$ cat config.mk
export PLATFORM = sky130hd
export DESIGN_NAME = settable_digital_clock_flat
export DESIGN_NICKNAME = d
export VERILOG_FILES = /design/src/rtl/sdc_pkg.sv /design/src/rtl/sdc_req_if.sv /design/src/rtl/sdc_rsp_if.sv /design/src/rtl/sdc_step.sv /design/src/rtl/settable_digital_clock.sv /design/src/flat_wrapper.sv
export SDC_FILE = /design/constraint.sdc
export NUM_CORES = 1
export LEC_CHECK = 0
export BUFFER_PORTS_ARGS = -buffer_cell sky130_fd_sc_hd__buf_2
export CAP_MARGIN = 30
export CORE_MARGIN = 2
export CORE_UTILIZATION = 40
export CTS_CLUSTER_DIAMETER = 50
export DETAILED_ROUTE_END_ITERATION = 6
export PLACE_DENSITY = 0.68
export SLEW_MARGIN = 25
export SYNTH_ARGS = -nofsm -noshare
export SYNTH_HDL_FRONTEND = slang
export SYNTH_SLANG_ARGS = --single-unit
export TNS_END_PERCENT = 30
$ cat constraint.sdc
create_clock -name clock -period 4.7 [get_ports clock]
set_input_delay 0.235 -clock clock [delete_from_list [all_inputs] [get_ports clock]]
set_output_delay 0.235 -clock clock [all_outputs]
set_load 0.01 [all_outputs]
$ cat src/rtl/sdc_pkg.sv
// Package for the settable digital clock: request and display types,
// key codes, cursor positions and digit limits. No dependencies.
package sdc_pkg;

   // Kind of a request.
   localparam logic KIND_TICK = 1'b0;
   localparam logic KIND_KEY  = 1'b1;

   // Raw active-low key bytes.
   localparam logic [7:0] KEY_DOWN  = 8'hfe;
   localparam logic [7:0] KEY_UP    = 8'hfd;
   localparam logic [7:0] KEY_RIGHT = 8'hfb;
   localparam logic [7:0] KEY_LEFT  = 8'hf7;
   localparam logic [7:0] KEY_MODE  = 8'hef;

   // Cursor positions, from left to right on the display.
   localparam logic [2:0] CURSOR_HOUR_TENS     = 3'd0;
   localparam logic [2:0] CURSOR_HOUR_UNITS    = 3'd1;
   localparam logic [2:0] CURSOR_MINUTE_TENS   = 3'd2;
   localparam logic [2:0] CURSOR_MINUTE_UNITS  = 3'd3;
   localparam logic [2:0] CURSOR_SECOND_TENS   = 3'd4;
   localparam logic [2:0] CURSOR_SECOND_UNITS  = 3'd5;

   // Digit limits.
   localparam logic [3:0] UNITS_MAX       = 4'd9;
   localparam logic [2:0] SIXTY_TENS_MAX  = 3'd5;
   localparam logic [1:0] HOUR_TENS_MAX   = 2'd2;
   localparam logic [3:0] HOUR_UNITS_WRAP = 4'd4;
   localparam logic [1:0] HOUR_TENS_LAST  = 2'd2;
   localparam logic [3:0] HOUR_UNITS_LAST = 4'd3;

   // Reset value of the ticks-per-second register.
   localparam logic [7:0] TPS_RESET = 8'd16;

   typedef struct packed {
      logic       kind;
      logic [7:0] key_code;
   } request_type;

   typedef struct packed {
      logic [1:0] hour_tens;
      logic [3:0] hour_units;
      logic [2:0] minute_tens;
      logic [3:0] minute_units;
      logic [2:0] second_tens;
      logic [3:0] second_units;
      logic       editing;
      logic [2:0] cursor;
   } display_type;

   typedef struct packed {
      logic [7:0]  prescale;
      display_type disp;
   } clock_state_type;

endpackage

$ cat src/rtl/sdc_req_if.sv
// Request channel of the settable digital clock: valid/ready handshake
// with a tick-or-key payload. Stands alone.
interface sdc_req_if;
   logic       valid;
   logic       ready;
   logic       kind;
   logic [7:0] key_code;

   modport source (output valid, output kind, output key_code, input ready);
   modport sink   (input valid, input kind, input key_code, output ready);
endinterface

$ cat src/rtl/sdc_rsp_if.sv
// Response channel of the settable digital clock: valid/ready handshake
// carrying six BCD digits, edit mode and cursor. Stands alone.
interface sdc_rsp_if;
   logic       valid;
   logic       ready;
   logic [1:0] hour_tens;
   logic [3:0] hour_units;
   logic [2:0] minute_tens;
   logic [3:0] minute_units;
   logic [2:0] second_tens;
   logic [3:0] second_units;
   logic       edit_mode;
   logic [2:0] cursor;

   modport source (output valid, output hour_tens, output hour_units,
                   output minute_tens, output minute_units, output second_tens,
                   output second_units, output edit_mode, output cursor,
                   input ready);
   modport sink   (input valid, input hour_tens, input hour_units,
                   input minute_tens, input minute_units, input second_tens,
                   input second_units, input edit_mode, input cursor,
                   output ready);
endinterface

$ cat src/rtl/sdc_step.sv
// Next-state logic of the settable digital clock: prescaler, BCD time
// carry chain and digit editor. Depends on sdc_pkg.
module sdc_step (
   input  sdc_pkg::clock_state_type state_cur,
   input  sdc_pkg::request_type     req_item,
   input  logic [7:0]               ticks_per_second,
   output sdc_pkg::clock_state_type state_nxt
);
   import sdc_pkg::*;

   function automatic logic [3:0] units_step(input logic [3:0] u, input logic raise);
      if (raise) begin
         return (u == UNITS_MAX) ? 4'd0 : u + 4'd1;
      end
      return (u == 4'd0) ? UNITS_MAX : u - 4'd1;
   endfunction

   function automatic logic [2:0] tens_step(input logic [2:0] t, input logic [2:0] top,
                                            input logic raise);
      if (raise) begin
         return (t == top) ? 3'd0 : t + 3'd1;
      end
      return (t == 3'd0) ? top : t - 3'd1;
   endfunction

   logic [7:0]  prescale_inc;
   logic        second_tick;
   logic        raise;
   logic        edit_en;
   display_type d;

   always_comb begin
      state_nxt    = state_cur;
      d            = state_cur.disp;
      prescale_inc = state_cur.prescale + 8'd1;
      second_tick  = 1'b0;
      raise        = 1'b0;
      edit_en      = 1'b0;

      if (req_item.kind == KIND_TICK) begin
         if (prescale_inc >= ticks_per_second) begin
            state_nxt.prescale = 8'd0;
            second_tick        = 1'b1;
         end else begin
            state_nxt.prescale = prescale_inc;
         end
      end else if (req_item.key_code == KEY_MODE) begin
         d.editing = ~d.editing;
      end else if (d.editing) begin
         case (req_item.key_code)
            KEY_DOWN: begin
               edit_en = 1'b1;
            end
            KEY_UP: begin
               edit_en = 1'b1;
               raise   = 1'b1;
            end
            KEY_RIGHT: begin
               if (d.cursor < CURSOR_SECOND_UNITS) d.cursor = d.cursor + 3'd1;
            end
            KEY_LEFT: begin
               if (d.cursor > CURSOR_HOUR_TENS) d.cursor = d.cursor - 3'd1;
            end
            default: begin
            end
         endcase
      end

      if (edit_en) begin
         case (d.cursor)
            CURSOR_HOUR_TENS:
               d.hour_tens = 2'(tens_step({1'b0, d.hour_tens}, {1'b0, HOUR_TENS_MAX}, raise));
            CURSOR_HOUR_UNITS:   d.hour_units   = units_step(d.hour_units, raise);
            CURSOR_MINUTE_TENS:  d.minute_tens  = tens_step(d.minute_tens, SIXTY_TENS_MAX, raise);
            CURSOR_MINUTE_UNITS: d.minute_units = units_step(d.minute_units, raise);
            CURSOR_SECOND_TENS:  d.second_tens  = tens_step(d.second_tens, SIXTY_TENS_MAX, raise);
            CURSOR_SECOND_UNITS: d.second_units = units_step(d.second_units, raise);
            default: begin
            end
         endcase
      end

      // Seconds roll into minutes, minutes into hours.
      if (second_tick) begin
         if (d.second_units != UNITS_MAX) begin
            d.second_units = d.second_units + 4'd1;
         end else begin
            d.second_units = 4'd0;
            if (d.second_tens != SIXTY_TENS_MAX) begin
               d.second_tens = d.second_tens + 3'd1;
            end else begin
               d.second_tens = 3'd0;
               if (d.minute_units != UNITS_MAX) begin
                  d.minute_units = d.minute_units + 4'd1;
               end else begin
                  d.minute_units = 4'd0;
                  if (d.minute_tens != SIXTY_TENS_MAX) begin
                     d.minute_tens = d.minute_tens + 3'd1;
                  end else begin
                     d.minute_tens = 3'd0;
                     if (d.hour_tens == HOUR_TENS_LAST && d.hour_units == HOUR_UNITS_LAST) begin
                        d.hour_tens  = 2'd0;
                        d.hour_units = 4'd0;
                     end else if (d.hour_units != UNITS_MAX) begin
                        d.hour_units = d.hour_units + 4'd1;
                     end else begin
                        d.hour_units = 4'd0;
                        d.hour_tens  = d.hour_tens + 2'd1;
                     end
                  end
               end
            end
         end
      end

      // Hour editing can leave an hour of 24 to 29; such an hour reads as midnight.
      if (d.hour_tens == HOUR_TENS_MAX && d.hour_units >= HOUR_UNITS_WRAP) begin
         d.hour_tens  = 2'd0;
         d.hour_units = 4'd0;
      end

      state_nxt.disp = d;
   end

endmodule

$ cat src/rtl/settable_digital_clock.sv
// Top level of the settable digital clock: request and response registers,
// clock state and configuration register. Depends on sdc_pkg, sdc_req_if,
// sdc_rsp_if and sdc_step.
//
// Usage. Each request on the req channel is either a timer tick (kind 0) or
// a raw active-low key byte (kind 1). Ticks drive a prescaler; every
// ticks_per_second ticks the time advances one second, carrying into minutes
// and hours, with hours wrapping at 24. The mode key toggles edit mode, in
// which the arrow keys move a cursor over the six digits and raise or lower
// the digit under it. Every request yields exactly one response on the rsp
// channel: six BCD digits, the edit mode and the cursor after the update.
// A request accepted on the req channel is first held in the request register;
// its update is then written into the response register, from which the
// response is valid on the rsp channel. Throughput is one request per cycle
// while the response register can drain; the whole update is a short carry
// chain and compare between the request register and the response register.
// When the receiver stalls, the response register holds and the request
// register fills; req.ready drops only once both are full.
// Reset clears the time, edit mode, cursor and prescaler, and loads 16 into
// ticks_per_second. The csr port writes ticks_per_second; the user must write
// it only while the block is idle, and the block itself does not enforce this.
module settable_digital_clock (
   input  logic        clock,
   input  logic        reset,
   sdc_req_if.sink     req,
   sdc_rsp_if.source   rsp,
   input  logic        csr_wr_en,
   input  logic [7:0]  csr_wr_data
);
   import sdc_pkg::*;

   // Request stage.
   logic            in_valid_ff, in_valid_in;
   request_type     in_req_ff, in_req_in;
   // Response stage.
   logic            out_valid_ff, out_valid_in;
   display_type     out_disp_ff, out_disp_in;
   // Clock state and configuration.
   clock_state_type state_ff, state_in;
   logic [7:0]      tps_ff, tps_in;

   clock_state_type state_nxt;
   logic            out_free;
   logic            advance;
   logic            req_fire;

   sdc_step u_step (
      .state_cur        (state_ff),
      .req_item         (in_req_ff),
      .ticks_per_second (tps_ff),
      .state_nxt        (state_nxt)
   );

   // The response register can take a new result when empty or being drained.
   assign out_free  = !out_valid_ff || rsp.ready;
   assign advance   = in_valid_ff && out_free;
   assign req.ready = !in_valid_ff || out_free;
   assign req_fire  = req.valid && req.ready;

   always_comb begin
      in_valid_in  = in_valid_ff;
      in_req_in    = in_req_ff;
      out_valid_in = out_valid_ff;
      out_disp_in  = out_disp_ff;
      state_in     = state_ff;
      tps_in       = csr_wr_en ? csr_wr_data : tps_ff;

      if (req_fire) begin
         in_valid_in       = 1'b1;
         in_req_in.kind     = req.kind;
         in_req_in.key_code = req.key_code;
      end else if (advance) begin
         in_valid_in = 1'b0;
      end

      if (advance) begin
         state_in     = state_nxt;
         out_disp_in  = state_nxt.disp;
         out_valid_in = 1'b1;
      end else if (rsp.ready) begin
         out_valid_in = 1'b0;
      end
   end

   always_ff @(posedge clock) begin
      if (reset) begin
         in_valid_ff  <= 1'b0;
         out_valid_ff <= 1'b0;
         state_ff     <= '0;
         tps_ff       <= TPS_RESET;
      end else begin
         in_valid_ff  <= in_valid_in;
         out_valid_ff <= out_valid_in;
         state_ff     <= state_in;
         tps_ff       <= tps_in;
      end
   end

   // Payload registers carry no reset.
   always_ff @(posedge clock) begin
      in_req_ff   <= in_req_in;
      out_disp_ff <= out_disp_in;
   end

   assign rsp.valid        = out_valid_ff;
   assign rsp.hour_tens    = out_disp_ff.hour_tens;
   assign rsp.hour_units   = out_disp_ff.hour_units;
   assign rsp.minute_tens  = out_disp_ff.minute_tens;
   assign rsp.minute_units = out_disp_ff.minute_units;
   assign rsp.second_tens  = out_disp_ff.second_tens;
   assign rsp.second_units = out_disp_ff.second_units;
   assign rsp.edit_mode    = out_disp_ff.editing;
   assign rsp.cursor       = out_disp_ff.cursor;

endmodule

$ cat src/flat_wrapper.sv
// flat-port wrapper written by rule: the top's interface ports become plain ports
module settable_digital_clock_flat import sdc_pkg::*;
  (clock, reset, csr_wr_en, csr_wr_data, req_valid, req_kind, req_key_code, req_ready, rsp_valid, rsp_hour_tens, rsp_hour_units, rsp_minute_tens, rsp_minute_units, rsp_second_tens, rsp_second_units, rsp_edit_mode, rsp_cursor, rsp_ready);
  sdc_req_if req_i ();
  sdc_rsp_if rsp_i ();
  input  logic clock;
  input  logic reset;
  input  logic csr_wr_en;
  input  logic [7:0] csr_wr_data;
  input wire logic [$bits(req_i.valid)-1:0] req_valid;
  input wire logic [$bits(req_i.kind)-1:0] req_kind;
  input wire logic [$bits(req_i.key_code)-1:0] req_key_code;
  output wire logic [$bits(req_i.ready)-1:0] req_ready;
  output wire logic [$bits(rsp_i.valid)-1:0] rsp_valid;
  output wire logic [$bits(rsp_i.hour_tens)-1:0] rsp_hour_tens;
  output wire logic [$bits(rsp_i.hour_units)-1:0] rsp_hour_units;
  output wire logic [$bits(rsp_i.minute_tens)-1:0] rsp_minute_tens;
  output wire logic [$bits(rsp_i.minute_units)-1:0] rsp_minute_units;
  output wire logic [$bits(rsp_i.second_tens)-1:0] rsp_second_tens;
  output wire logic [$bits(rsp_i.second_units)-1:0] rsp_second_units;
  output wire logic [$bits(rsp_i.edit_mode)-1:0] rsp_edit_mode;
  output wire logic [$bits(rsp_i.cursor)-1:0] rsp_cursor;
  input wire logic [$bits(rsp_i.ready)-1:0] rsp_ready;
  assign req_i.valid = req_valid;
  assign req_i.kind = req_kind;
  assign req_i.key_code = req_key_code;
  assign req_ready = req_i.ready;
  assign rsp_valid = rsp_i.valid;
  assign rsp_hour_tens = rsp_i.hour_tens;
  assign rsp_hour_units = rsp_i.hour_units;
  assign rsp_minute_tens = rsp_i.minute_tens;
  assign rsp_minute_units = rsp_i.minute_units;
  assign rsp_second_tens = rsp_i.second_tens;
  assign rsp_second_units = rsp_i.second_units;
  assign rsp_edit_mode = rsp_i.edit_mode;
  assign rsp_cursor = rsp_i.cursor;
  assign rsp_i.ready = rsp_ready;
  settable_digital_clock u_core (.clock(clock), .reset(reset), .req(req_i), .rsp(rsp_i), .csr_wr_en(csr_wr_en), .csr_wr_data(csr_wr_data));
endmodule
==> results of run 1 <==
flip-flops by register name, summed over array words and instances, names as in the netlist:
| name | cells |
|---|---|
| u_core.state_ff | 32 |
| u_core.in_req_ff | 9 |
| u_core.tps_ff | 8 |
| u_core.rsp.hour_units | 4 |
| u_core.rsp.minute_units | 4 |
| u_core.rsp.second_units | 4 |
| u_core.rsp.cursor | 3 |
| u_core.rsp.minute_tens | 3 |
| u_core.rsp.second_tens | 3 |
| u_core.rsp.hour_tens | 2 |
| u_core.in_valid_ff | 1 |
| u_core.rsp.edit_mode | 1 |
| u_core.rsp.valid | 1 |
per-layer routing:
layer,up-vias,track usage (%)
met4,0,7.79
li1,2189,-
met3,24,5.59
met2,121,32.1
met5,-,0
met1,2065,22.7
worst max-delay path, stage by stage (launching register included):
cell,delay (ns)
dfxtp_2,0.41
inv_1,0.10
ha_1,0.31
a21bo_2,0.19
a21oi_1,0.06
o21ai_1,0.25
a21oi_2,0.12
nand2_1,0.16
nor4_1,0.07
a21o_1,0.16
a221o_1,0.33
inv_1,0.07
ha_1,0.17
nand2_1,0.07
mux2i_1,0.25
o2111ai_1,0.24
nor4b_4,0.34
buf_4,0.21
a21oi_1,0.07
a41oi_1,0.35
a21oi_4,0.15
o41ai_2,0.27
how the worst max path moves through the flow:
stage,cells after the start,slack (ns),startpoint,to
CTS,20,0.05,u_core.state_ff[0]$_SDFFE_PP0P_,u_core.rsp.hour_tens[1]$_DFFE_PP_
global route,21,-0.02,u_core.state_ff[0]$_SDFFE_PP0P_,u_core.state_ff[21]$_SDFFE_PP0P_
detailed placement,20,0.09,u_core.state_ff[0]$_SDFFE_PP0P_,u_core.rsp.hour_units[0]$_DFFE_PP_
floorplan,20,0.52,u_core.state_ff[0]$_SDFFE_PP0P_,u_core.rsp.hour_tens[1]$_DFFE_PP_
global placement,20,0.36,u_core.state_ff[0]$_SDFFE_PP0P_,u_core.rsp.hour_units[1]$_DFFE_PP_
finish,21,0.23,u_core.state_ff[0]$_SDFFE_PP0P_,u_core.state_ff[18]$_SDFFE_PP0P_
placed cells by master, fill, tap and decap left out, types with 6 or more instances in the layout:
master / Yosys / routed
a211oi_1: 8 / 8
a21o_1: 8 / 8
a21oi_1: 35 / 34
a31oi_1: 10 / 10
buf_2: 2 / 47
buf_4: 2 / 10
clkbuf_16: 0 / 9
dfxtp_1: 42 / 40
edfxtp_1: 33 / 33
ha_1: 22 / 22
inv_1: 30 / 30
mux2i_1: 12 / 12
nand2_1: 53 / 53
nand2b_1: 12 / 12
nand3_1: 21 / 21
nand4_1: 8 / 8
nor2_1: 77 / 77
nor2b_1: 6 / 6
nor3_1: 22 / 21
o21a_1: 7 / 7
o21ai_0: 37 / 36
xnor2_1: 15 / 15
xor2_1: 8 / 8
power by group through the flow:
| stage | Combinational (mW) | Sequential (mW) | Clock (mW) |
|---|---|---|---|
| 3_3_place_gp | 0.160 | 0.747 | 0 |
| 5_1_grt | 0.187 | 0.740 | 0.718 |
| 2_1_floorplan | 0.120 | 0.742 | 0 |
| 3_5_place_dp | 0.165 | 0.749 | 0 |
| 6_report | 0.167 | 0.736 | 0.673 |
| 4_1_cts | 0.166 | 0.735 | 0.685 |
per-stage QoR:
| stage | instance area (um2) | util (%) | total power [mW] | worst slack (ns) |
|---|---|---|---|---|
| floorplan | 4910 | - | 0.862 | 0.522 |
| global placement | 5280 | 43.9 | 0.907 | 0.362 |
| detailed placement | 5280 | 43.9 | 0.914 | 0.0904 |
| CTS | 5560 | 46.3 | 1.59 | 0.0522 |
| global route | 5570 | 46.4 | 1.65 | -0.0188 |
| finish | 5570 | 46.4 | 1.58 | 0.234 |
cells by family (layout without fill, tap and decap cells):
kind of cell / after synthesis / after routing
AOI/OAI and AO/OA: 157 / 157
xor gates and xnor gates: 23 / 23
adders and majority gates: 22 / 22
buffers and inverters: 64 / 103
DFF: 75 / 75
muxes: 17 / 17
and+or+nand+nor: 227 / 227
what timing repair did:
item                       CTS  global route
resized for setup            0             5
setup endpoints to repair    0            11
setup buffers                0             0
hold endpoints to repair     0             0
final cells by class:
cell class | instances | share of cell area (%)
sequential | 75 | 32.9
inverter | 30 | 2.02
clock buffer | 10 | 4.11
tap | 147 | 3.30
clock inverter | 6 | 1.01
multi-input combinational | 446 | 51.1
timing repair buffer | 57 | 5.57
==> impl_metrics.toml, run 1 <==
[timing]
final_hold_viol_count = 0
setup_viol = 0
max_freq_ghz = 0.224
period_needed_ns = 4.47
max-slew-margin-rel_pct = 45.4
skew_ns = 0.00996
totalNegativeSetupSlack_ns = 0
worstMarginPinSlew_ns = 0.819
finalCritPeriodShare_pct = 95.0
holdWs_ns = 0.0636
drv_slew = 0

[global_routing]
antenna_found_initial = 0
grt_pass1_wl_mm = 19.9
grt_usage_pct = 19.0
first_global_vias = 4208
overflow = 0
grt_max_degree = 40

[clock_network]
cts_sinks = 75
hold_buffers = 0
clockBufferDepth = 2
htree_levels = 3
clk_pin_slew_ns = 0.06
cts_tree = "yes"
cts_root_buf = "clkbuf_16"
clock_latency_ns = 0.35
cts_made_buffers = 9

[logic_synthesis]
synth_cell_type_count = 68
yosys.area.top_type = "edfxtp_1"
syn_area_per_cell_um2 = 8.40
yosysSeqAreaShare_pct = 37.3
post-synth-top-count-cell = "nor2_1"
ys_ff_latch = 75
synthSimpleGateAreaFrac_pct = 22.6
synth_compound_area_share_pct = 21.6
yosys_warnings = 0
synthMuxAreaShare_pct = 3.64
synth_nets = 629
synth-adder-area-share_pct = 5.60
synthFlopType = "dfxtp_1"
synthDominantCellAreaShare_pct = 20.2
synth-edff-count = 33
synth_top_family_by_area = "simple AND/OR/NAND/NOR gates"
synthCells = 585
synth_common_cells = "77 x nor2_1, 53 x nand2_1, 42 x dfxtp_1"
synth_xor_xnor_area_share_pct = 4.10
async_flop_share_pct = 0
netlist_area_um2 = 4910
synth.top_cells.by_area = "edfxtp_1 20%, dfxtp_1 17%, nor2_1 5.9%"

[critical_path]
crit_type = "reg2reg"
worstPathRequired_ns = 4.95
r2r_cells = 21
timing.rr.start = "u_core.state_ff[0]$_SDFFE_PP0P_"
worst_setup_path_end_kind = "flip-flop"
r2r_slack_ns = 0.23
start_kind = "flip-flop"
r2r_end = "u_core.state_ff[18]$_SDFFE_PP0P_"
arrival_ns = 4.72
path_max_fanout = 8

[layout]
regArea_um2 = 1830
n_fill_cell = 1147
syn2layout_area_growth_pct = 13.4
antennaDiodeCount = 0
final_cells = 771
nets = 663
multi_input_area_um2 = 2850
drive_above_1_share_pct = 15.4

[pwr]
power.clock.fraction_pct = 42.7
power_leakage_nw = 2.16
power.switching_mw = 0.393
seqPwrFrac_pct = 46.7
powerDensity_nw_per_um2 = 283
p_comb_share_pct = 10.6
vdd.ir_drop.worst_mv = 0.159
switching_share_pct = 24.9
p_int_mw = 1.18

[route]
met3_length_um = 629
drt-initial-drc-count = 263
wl_met2_mm = 5.75
route.detailed.drc = 0
vias = 4399
ant_nets = 0
top_layer = "met4"
wl_met1_mm = 5.25
wl_mm = 12.0
vias_per_cell = 5.71
firstDrtPassIters = 4
post_drt_wl_per_cell_um = 15.5

[worst_hold_path]
hold_class = "in2reg"
min_path_cells = 1
hold_start = "req_kind"
min_to = "u_core.in_req_ff[8]$_DFFE_PP_"

[floorplanning]
die_h_um = 115
die_w_um = 115
initial_core_util_pct = 40.9
io_pins = 48
num_rows = 40
design.core.area_um2 = 12000
die-area_um2 = 13200

[status]
status = "finished clean"

[job]
cap_violations = 0

[place]
post-dp-hpwl_mm = 8.48
place_inst = 755
routabilityCongestion = 0.883
io_buffer_count = 47
(Power assumes the default switching activity.)
==> run 2, diff against run 1 <==
CORE_UTILIZATION = 60   (was 40)
PLACE_DENSITY = not set   (was 0.68)
PLACE_DENSITY_LB_ADDON = 0.2   (was not set)
==> run 2 against run 1 <==
Compared with the run above:
- via count rose by 1.1%
- sequential power about the same
- first-iteration DRC count up 21%
- sequential cell count unchanged
- total power decreased by 12%
- maximum frequency up 2.1%
- final cell count is 5.4% lower
- clock skew is 0.0019 ns higher
- register-to-register slack better by 0.09 ns
- final area shrank 2.7%
- critical endpoint unchanged
- largest power group unchanged
==> impl_metrics.toml, run 2 (synthesized netlist as in run 1, its figures left out) <==
[global_routing]
grt_pass1_wl_mm = 19.2
antenna_found_initial = 0
grt_usage_pct = 27.3
grt_max_degree = 46
overflow = 0
first_global_vias = 4165

[floorplanning]
initial_core_util_pct = 60.7
design.core.area_um2 = 8090
num_rows = 33
die_w_um = 94.5
io_pins = 48
die_h_um = 94.5
die-area_um2 = 8930

[route]
ant_nets = 0
post_drt_wl_per_cell_um = 15.8
wl_mm = 11.5
firstDrtPassIters = 5
route.detailed.drc = 0
vias_per_cell = 6.10
drt-initial-drc-count = 319
vias = 4448

[pwr]
powerDensity_nw_per_um2 = 256
power_leakage_nw = 2.11
vdd.ir_drop.worst_mv = 0.188
power_mw = 1.39

[layout]
final_area_um2 = 5420
final_cell_mix = "77 x nor2_1, 53 x nand2_1, 47 x buf_2, 40 x dfxtp_1, 36 x o21ai_0"
largest_register = "u_core.state_ff"
nets = 663
antennaDiodeCount = 0
syn2layout_area_growth_pct = 10.3
largest_reg_flops = 32
final_common_cell = "nor2_1"
drive_above_1_share_pct = 15.2
final_cells = 729
reg_top3 = "u_core.state_ff x32, u_core.in_req_ff x9, u_core.tps_ff x8"

[timing]
drv_slew = 0
skew_ns = 0.0118
max-slew-margin-rel_pct = 44.1
grt_setup_unrepaired = "false"
max_freq_ghz = 0.229
finalCritPeriodShare_pct = 93.1
worstMarginPinSlew_ns = 0.839
period_needed_ns = 4.38
setup_viol = 0
totalNegativeSetupSlack_ns = 0
final_hold_viol_count = 0
fin_ws_ns = 0.324

[critical_path]
arrival_ns = 4.63
worst-path-stages = 16
path_max_fanout = 11
crit_slowest_cell = "or4_4"
critical-path-max-stage-delay_ns = 0.53
worstPathRequired_ns = 4.96
crit_path_cell_trace = "xnor2_1, or4_4, o21ai_1, o21a_1, nor2_1, a31oi_1, ha_1, nor2_1, a32oi_1, nor3_1, a221o_1, nor2_1, a21oi_1, mux2i_2, a21oi_4, o41ai_2"
start_kind = "flip-flop"
crit_type = "reg2reg"
path_buf_inv = 0
path_delay_family = "compound AO/OA/AOI/OAI gates"
r2r_cells = 16
cp_common_cell = "nor2_1"
worst_setup_path_end_kind = "flip-flop"

[place]
io_buffer_count = 47
place_area_um2 = 5220
post-dp-hpwl_mm = 8.04
place_ws_ns = 0.0788
place_inst = 712
routabilityCongestion = 0.904

[status]
status = "finished clean"

[clock_network]
clock_latency_ns = 0.36
clockBufferDepth = 2
clk_pin_slew_ns = 0.08
htree_levels = 3
cts_made_buffers = 9
cts_root_buf = "clkbuf_8"
hold_buffers = 0
cts_tree = "yes"
cts_sinks = 75

[worst_hold_path]
hold_class = "in2reg"
min_path_cells = 1

[job]
cap_violations = 0
-- run 2: changes by cell type in the layout (fill, tap and decap cells not counted), sizes merged --
cell      before  now
clkinv         4    2
clkbuf        10   11
clkinvlp       1    2
-- run 2: power breakdown --
part,internal [mW],total [mW],switching (mW),leakage [nW]
combinational,0.0670,0.166,0.0993,1.36
sequential,0.709,0.734,0.0254,0.662
clock,0.243,0.488,0.245,0.0870
total,1.02,1.39,0.370,2.11
-- run 2: routing by layer --
metal  routed length (um)  share of wire [%]  GRT usage (%)  up-vias
met5                    0                  0              0        -
met4                  374                3.3           13.3        0
met3                  657                5.7           4.71       34
met2                 5560                 48           46.8      158
met1                 4910                 43           33.3     2074
li1                     -                  -              -     2182
-- run 2: what timing repair did --
action                                  in CTS  in global routing
hold endpoints to repair                     0                  0
endpoints found under the setup margin       0                 12
setup buffers                                0                  1
resized for setup                            0                  5
-- run 2: worst register-to-register path, stage by stage, from the launching register on --
cell and delay, ns:
edfxtp_1 0.47, xnor2_1 0.18, or4_4 0.53, o21ai_1 0.20
o21a_1 0.42, nor2_1 0.20, a31oi_1 0.36, ha_1 0.30
nor2_1 0.06, a32oi_1 0.17, nor3_1 0.06, a221o_1 0.31
nor2_1 0.23, a21oi_1 0.15, mux2i_2 0.28, a21oi_4 0.10
o41ai_2 0.29
-- run 2: layout make-up --
cell class | instances | area [um2]
tap | 105 | 131
inverter | 30 | 113
clock inverter | 5 | 53.8
fill | 703 | 2670
sequential | 75 | 1830
multi-input combinational | 446 | 2850
clock buffer | 11 | 131
timing repair buffer | 57 | 310
-- run 2: worst paths after layout --
kind                                                         end  slack, ns                          start
worst max-delay path            u_core.state_ff[18]$_SDFFE_PP0P_       0.32  u_core.in_req_ff[3]$_DFFE_PP_
worst min-delay path               u_core.in_req_ff[7]$_DFFE_PP_       0.05                req_key_code[7]
worst max register to register  u_core.state_ff[18]$_SDFFE_PP0P_       0.32  u_core.in_req_ff[3]$_DFFE_PP_
worst min register to register     u_core.tps_ff[3]$_SDFFE_PP0P_       0.50  u_core.tps_ff[3]$_SDFFE_PP0P_
-- run 2: stage by stage --
step | hold WS, ns | util [%]
floorplan | 0.334 | -
global placement | 0.413 | 64.4
detailed placement | 0.414 | 64.4
CTS | 0.0406 | 66.7
global route | 0.0415 | 67.0
finish | 0.0531 | 67.0
